**src/dryden_gust_filter_step_macros.svh**
```systemverilog
// assertion macros for the dryden gust filter step block
// used by the top level only, expects aclk and aresetn in scope
`ifndef DRYDEN_GUST_FILTER_STEP_MACROS_SVH
`define DRYDEN_GUST_FILTER_STEP_MACROS_SVH

// same-cycle implication
`define DGF_ASSERT_NOW(lbl, ante, cons, msg) \
    lbl: assert property (@(posedge aclk) disable iff (!aresetn) (ante) |-> (cons)) \
        else $error(msg);

// next-cycle implication
`define DGF_ASSERT_NEXT(lbl, ante, cons, msg) \
    lbl: assert property (@(posedge aclk) disable iff (!aresetn) (ante) |=> (cons)) \
        else $error(msg);

`endif

```
**src/dgf_pkg.sv**
```systemverilog
// shared types and constants for the dryden gust filter step block
// no dependencies
package dgf_pkg;

    localparam int COEF_FRAC_BITS_DEF = 16;
    // width of the scaled coefficients k1..k6 (all below 2^84 in magnitude)
    localparam int KW       = 86;
    localparam int NUM_COEF = 5;
    localparam int CFG_AW   = 3;
    localparam int CFG_DW   = 48;

    typedef enum logic [CFG_AW-1:0] {
        REG_ALPHA  = 3'd0,
        REG_BETA   = 3'd1,
        REG_DELTA  = 3'd2,
        REG_GAMMA  = 3'd3,
        REG_ENABLE = 3'd4
    } cfg_idx_t;

    // commands from controller to datapath
    typedef struct packed {
        logic       accept;
        logic       prep1;
        logic       prep2;
        logic       prep3;
        logic       div_load;
        logic       div_step;
        logic       div_store;
        logic       mac_mul;
        logic       mac_add;
        logic       fin;
        logic       zero;
        logic [2:0] idx;
    } cmd_t;

    // status from datapath to controller
    typedef struct packed {
        logic enable;
        logic out_free;
    } status_t;

endpackage

```
**src/dgf_ctrl.sv**
```systemverilog
// sequencing state machine for the dryden gust filter step block
// depends on dgf_pkg
module dgf_ctrl (
    input  logic            aclk,
    input  logic            aresetn,
    input  logic            in_valid,
    output logic            in_ready,
    input  dgf_pkg::status_t status,
    output dgf_pkg::cmd_t   cmd
);
    import dgf_pkg::*;

    typedef enum logic [8:0] {
        ST_IDLE   = 9'b000000001,
        ST_PREP1  = 9'b000000010,
        ST_PREP2  = 9'b000000100,
        ST_PREP3  = 9'b000001000,
        ST_DLOAD  = 9'b000010000,
        ST_DITER  = 9'b000100000,
        ST_DSTORE = 9'b001000000,
        ST_MAC    = 9'b010000000,
        ST_FIN    = 9'b100000000
    } state_t;

    localparam logic [4:0] MAC_LAST  = 5'd5;
    localparam logic [2:0] COEF_LAST = 3'(NUM_COEF - 1);

    state_t     state_reg, state_next;
    logic [4:0] cnt_reg, cnt_next;
    logic [2:0] ci_reg, ci_next;
    logic       zero_reg, zero_next;

    assign in_ready = (state_reg == ST_IDLE);

    // next state and commands
    always_comb begin
        state_next = state_reg;
        cnt_next   = cnt_reg;
        ci_next    = ci_reg;
        zero_next  = zero_reg;
        cmd        = '0;
        cmd.zero   = zero_reg;
        cmd.idx    = ci_reg;
        case (state_reg)
            ST_IDLE: begin
                if (in_valid) begin
                    cmd.accept = 1'b1;
                    zero_next  = !status.enable;
                    state_next = status.enable ? ST_PREP1 : ST_FIN;
                end
            end
            ST_PREP1: begin
                cmd.prep1  = 1'b1;
                state_next = ST_PREP2;
            end
            ST_PREP2: begin
                cmd.prep2  = 1'b1;
                state_next = ST_PREP3;
            end
            ST_PREP3: begin
                cmd.prep3  = 1'b1;
                ci_next    = '0;
                state_next = ST_DLOAD;
            end
            ST_DLOAD: begin
                cmd.div_load = 1'b1;
                cnt_next     = '0;
                state_next   = ST_DITER;
            end
            ST_DITER: begin
                cmd.div_step = 1'b1;
                cnt_next     = cnt_reg + 5'd1;
                if (&cnt_reg) begin
                    state_next = ST_DSTORE;
                end
            end
            ST_DSTORE: begin
                cmd.div_store = 1'b1;
                if (ci_reg == COEF_LAST) begin
                    cnt_next   = '0;
                    state_next = ST_MAC;
                end else begin
                    ci_next    = ci_reg + 3'd1;
                    state_next = ST_DLOAD;
                end
            end
            ST_MAC: begin
                cmd.idx     = cnt_reg[2:0];
                cmd.mac_mul = (cnt_reg != MAC_LAST);
                cmd.mac_add = (cnt_reg != '0);
                cnt_next    = cnt_reg + 5'd1;
                if (cnt_reg == MAC_LAST) begin
                    state_next = ST_FIN;
                end
            end
            ST_FIN: begin
                if (status.out_free) begin
                    cmd.fin    = 1'b1;
                    state_next = ST_IDLE;
                end
            end
            default: begin
                state_next = ST_IDLE;
            end
        endcase
    end

    // state registers
    always_ff @(posedge aclk) begin
        if (!aresetn) begin
            state_reg <= ST_IDLE;
            cnt_reg   <= '0;
            ci_reg    <= '0;
            zero_reg  <= 1'b0;
        end else begin
            state_reg <= state_next;
            cnt_reg   <= cnt_next;
            ci_reg    <= ci_next;
            zero_reg  <= zero_next;
        end
    end

endmodule

```
**config.mk**
```make
export PLATFORM = sky130hd
export DESIGN_NAME = dgf_ctrl
export DESIGN_NICKNAME = d
export VERILOG_FILES = /design/src/dryden_gust_filter_step_macros.svh /design/src/dgf_pkg.sv /design/src/dgf_ctrl.sv
export SDC_FILE = /design/constraint.sdc
export NUM_CORES = 1
export LEC_CHECK = 0
export ABC_AREA = 1
export BUFFER_PORTS_ARGS = -buffer_cell sky130_fd_sc_hd__clkbuf_2
export CORE_MARGIN = 2
export CORE_UTILIZATION = 41
export DETAILED_ROUTE_END_ITERATION = 10
export GPL_TIMING_DRIVEN = 0
export PLACE_DENSITY = 0.63
export SLEW_MARGIN = 20
export SYNTH_ARGS = -nofsm -noshare
export SYNTH_HDL_FRONTEND = slang
export SYNTH_SLANG_ARGS = --single-unit
```
**constraint.sdc**
```tcl
create_clock -name aclk -period 2.9 [get_ports aclk]
set_input_delay 0.87 -clock aclk [delete_from_list [all_inputs] [get_ports aclk]]
set_output_delay 0.87 -clock aclk [all_outputs]
set_load 0.02 [all_outputs]
```
==> out/results.ini <==
[min_path]
hp-class=register to register
holdPathEnd=ci_reg[0]$_SDFFE_PN0P_
whs_path_depth=1
worstHoldStart=ci_reg[0]$_SDFFE_PN0P_

[synthesis]
netlist_instances=169
synth_top_cell_by_area=dfxtp_1
ys_top_cells_by_area=dfxtp_1, inv_1, nand2_1, nor2_1, nand3_1
synth_edf_count=0
netlist_area_mm2=0.00117
syn_nets=180
yosysUniqueCellTypes=27
synth_ff_type=dfxtp_1
synth_async_sr_flop_share=0
syn_avg_cell_area_um2=6.91
yosys.area.top_type_share=0.308
yosys_warnings=0
synth.yosys.seq_area_share=0.308
ys_ff_latch=18

[clocking]
cts_setup_buffers=0
cts.sinks=18
cts_tree=done
ctsResizeCount=0
clk_latency_ps=300
cts_root_buffer=clkbuf_4
h-tree-depth=1
postCtsHoldBufs=0
clockBufferDepth=2
clk_pin_slew_worst_paths_ps=120
cts_buffers=3

[sta]
rsz0062_at_grt=no
maxSlewViolCount=0
skew_ps=11.7
fmax_mhz=388
setup_tns_ps=0
timing.final.crit_share=0.889
relSlewSlack=0.778
min_period_ps=2580
final-setup-viol-count=0
worst_slew_pin_slew_ps=332
hold_viol=0

[floorplanning]
rows=19
die_w_um=57.4
coreArea_mm2=0.00273
dieArea_mm2=0.00329
initial_utilization=0.427
fp.dieH_um=57.4
io_pins=20

[drt]
wl_per_cell_um=11.5
routed_wl_um=2550
routed_via_density=4.94
route.detailed.drc=0
detail_route.iter0.violations=46
drt_first_pass_iters=6
vias=1097
ant_nets=0

[global_route]
antenna_found_initial=0
grt_pass1_wl_um=4410
track_usage=0.169
first_global_vias=1064
grt.overflow.total=0
gr-usage-met2=0.287
grtUsageMet1=0.221
use_met3=0.0272
grt_max_degree=11
busiest_layer=met2

[finish]
fillCellCount=288
largest_register_ffs=9
drive_above_1_share=0.251
final_cell_mix=inv_1, nor2_1, nand2_1
final_nets=203
area_growth_syn_to_layout_pct=14.1
final_common_cell=inv_1
antenna_cells=0

[place]
hpwl_um=2070
io_buffers=18
gp_congestion=0.820

[worst_setup_path]
worst_setup_path_start_kind=register
reg2reg_slack_ps=1180
path_class=register to primary output
path_cells=nor2_4 -> nand3_2 -> nor2_2 -> inv_1 -> a31oi_1 -> clkbuf_2
critPathRequiredTime_ps=2030
crit_arrival_ps=1710
slowest_delay_ps=370
cp_slowest_cell=dfxtp_1
worstReg2RegStart=cnt_reg[0]$_SDFFE_PN0P_
r2r_end=state_reg[8]$_SDFFE_PN0P_
critPathMaxFanout=5
critPathCaptureType=primary output
rr_worst_depth=11

[pwr]
leakagePower_nw=0.629
p_int_mw=0.484
powerDensity_mw_per_mm2=641
switchingPower_mw=0.371
pwr-share-clk=0.191
p_sw_frac=0.434
pwr-share-seq=0.351
ir_drop_uv=484
power_frac_comb=0.457
power_mw=0.856

[run_status]
outcome=completed

[run]
maxCapViolCount=0

## worst max-delay path: cells and delay by family, from the launching register on
kind | cells | cell delay, ps
and+or+nand+nor | 3 | 560
DFF | 1 | 370
buffers and inverters | 2 | 300
AOI/OAI and AO/OA | 1 | 170
## per-layer routing
metal / vias up / part of all wire
met3: 4 / 0.033
met2: 16 / 0.48
met5: - / 0
met1: 501 / 0.48
li1: 576 / -
met4: 0 / 0.0094
## cell usage after synthesis (all sizes together), types with 2 or more instances
library cell,number
nand2,28
dfxtp,18
buf,2
inv,28
nor2,37
o21ai,8
a21oi,10
nand3,21
ha,6
nor3,3
## power by group through the flow
stage / logic [mW] / clock network, mW / registers, mW
after floorplan: 0.316 / 0 / 0.303
after global placement: 0.386 / 0 / 0.306
after detailed placement: 0.391 / 0 / 0.307
after CTS: 0.392 / 0.164 / 0.301
after global routing: 0.437 / 0.174 / 0.305
final: 0.391 / 0.164 / 0.301
## stage by stage
| stage | utilization | setup slack [ps] | hold slack (ps) | cell area, um2 | instances |
|---|---|---|---|---|---|
| after detailed placement | 0.475 | 595 | 483 | 1300 | 218 |
| after floorplan | - | 419 | 447 | 1170 | 169 |
| after CTS | 0.488 | 300 | 503 | 1330 | 222 |
| after global placement | 0.475 | 594 | 469 | 1300 | 218 |
| after global routing | 0.488 | 199 | 531 | 1330 | 222 |
| final | 0.488 | 322 | 503 | 1330 | 222 |
## worst max-delay path by stage
| stage | start | end | slack (ps) | cells past startpoint |
|---|---|---|---|---|
| 2_1_floorplan | status[0] | cmd[4] | 420 | 2 |
| 3_3_place_gp | status[0] | cmd[4] | 590 | 4 |
| 3_5_place_dp | status[0] | cmd[4] | 590 | 4 |
| 4_1_cts | state_reg[5]$_SDFFE_PN0P_ | cmd[5] | 300 | 6 |
| 5_1_grt | state_reg[5]$_SDFFE_PN0P_ | cmd[5] | 200 | 6 |
| 6_report | state_reg[5]$_SDFFE_PN0P_ | cmd[5] | 320 | 6 |
## kinds of logic after synthesis
| kind of cell | Yosys count | share of synthesized area |
|---|---|---|
| DFF | 18 | 0.308 |
| AOI/OAI and AO/OA | 19 | 0.0921 |
| xor gates and xnor gates | 1 | 0.00750 |
| adders and majority gates | 6 | 0.0642 |
| and+or+nand+nor | 94 | 0.424 |
| buffers and inverters | 31 | 0.104 |
## area by class of cell
class | count | area (um2) | share of cell area
plain buffers | 2 | 12.5 | 0.00938
clock buffers | 4 | 36.3 | 0.0272
inverters | 29 | 109 | 0.0816
multi-input cells | 120 | 687 | 0.515
flip-flops and latches | 18 | 360 | 0.270
well taps | 31 | 38.8 | 0.0291
repair buffers | 18 | 90.1 | 0.0675
Note: power is estimated with default switching activity, not from simulation.
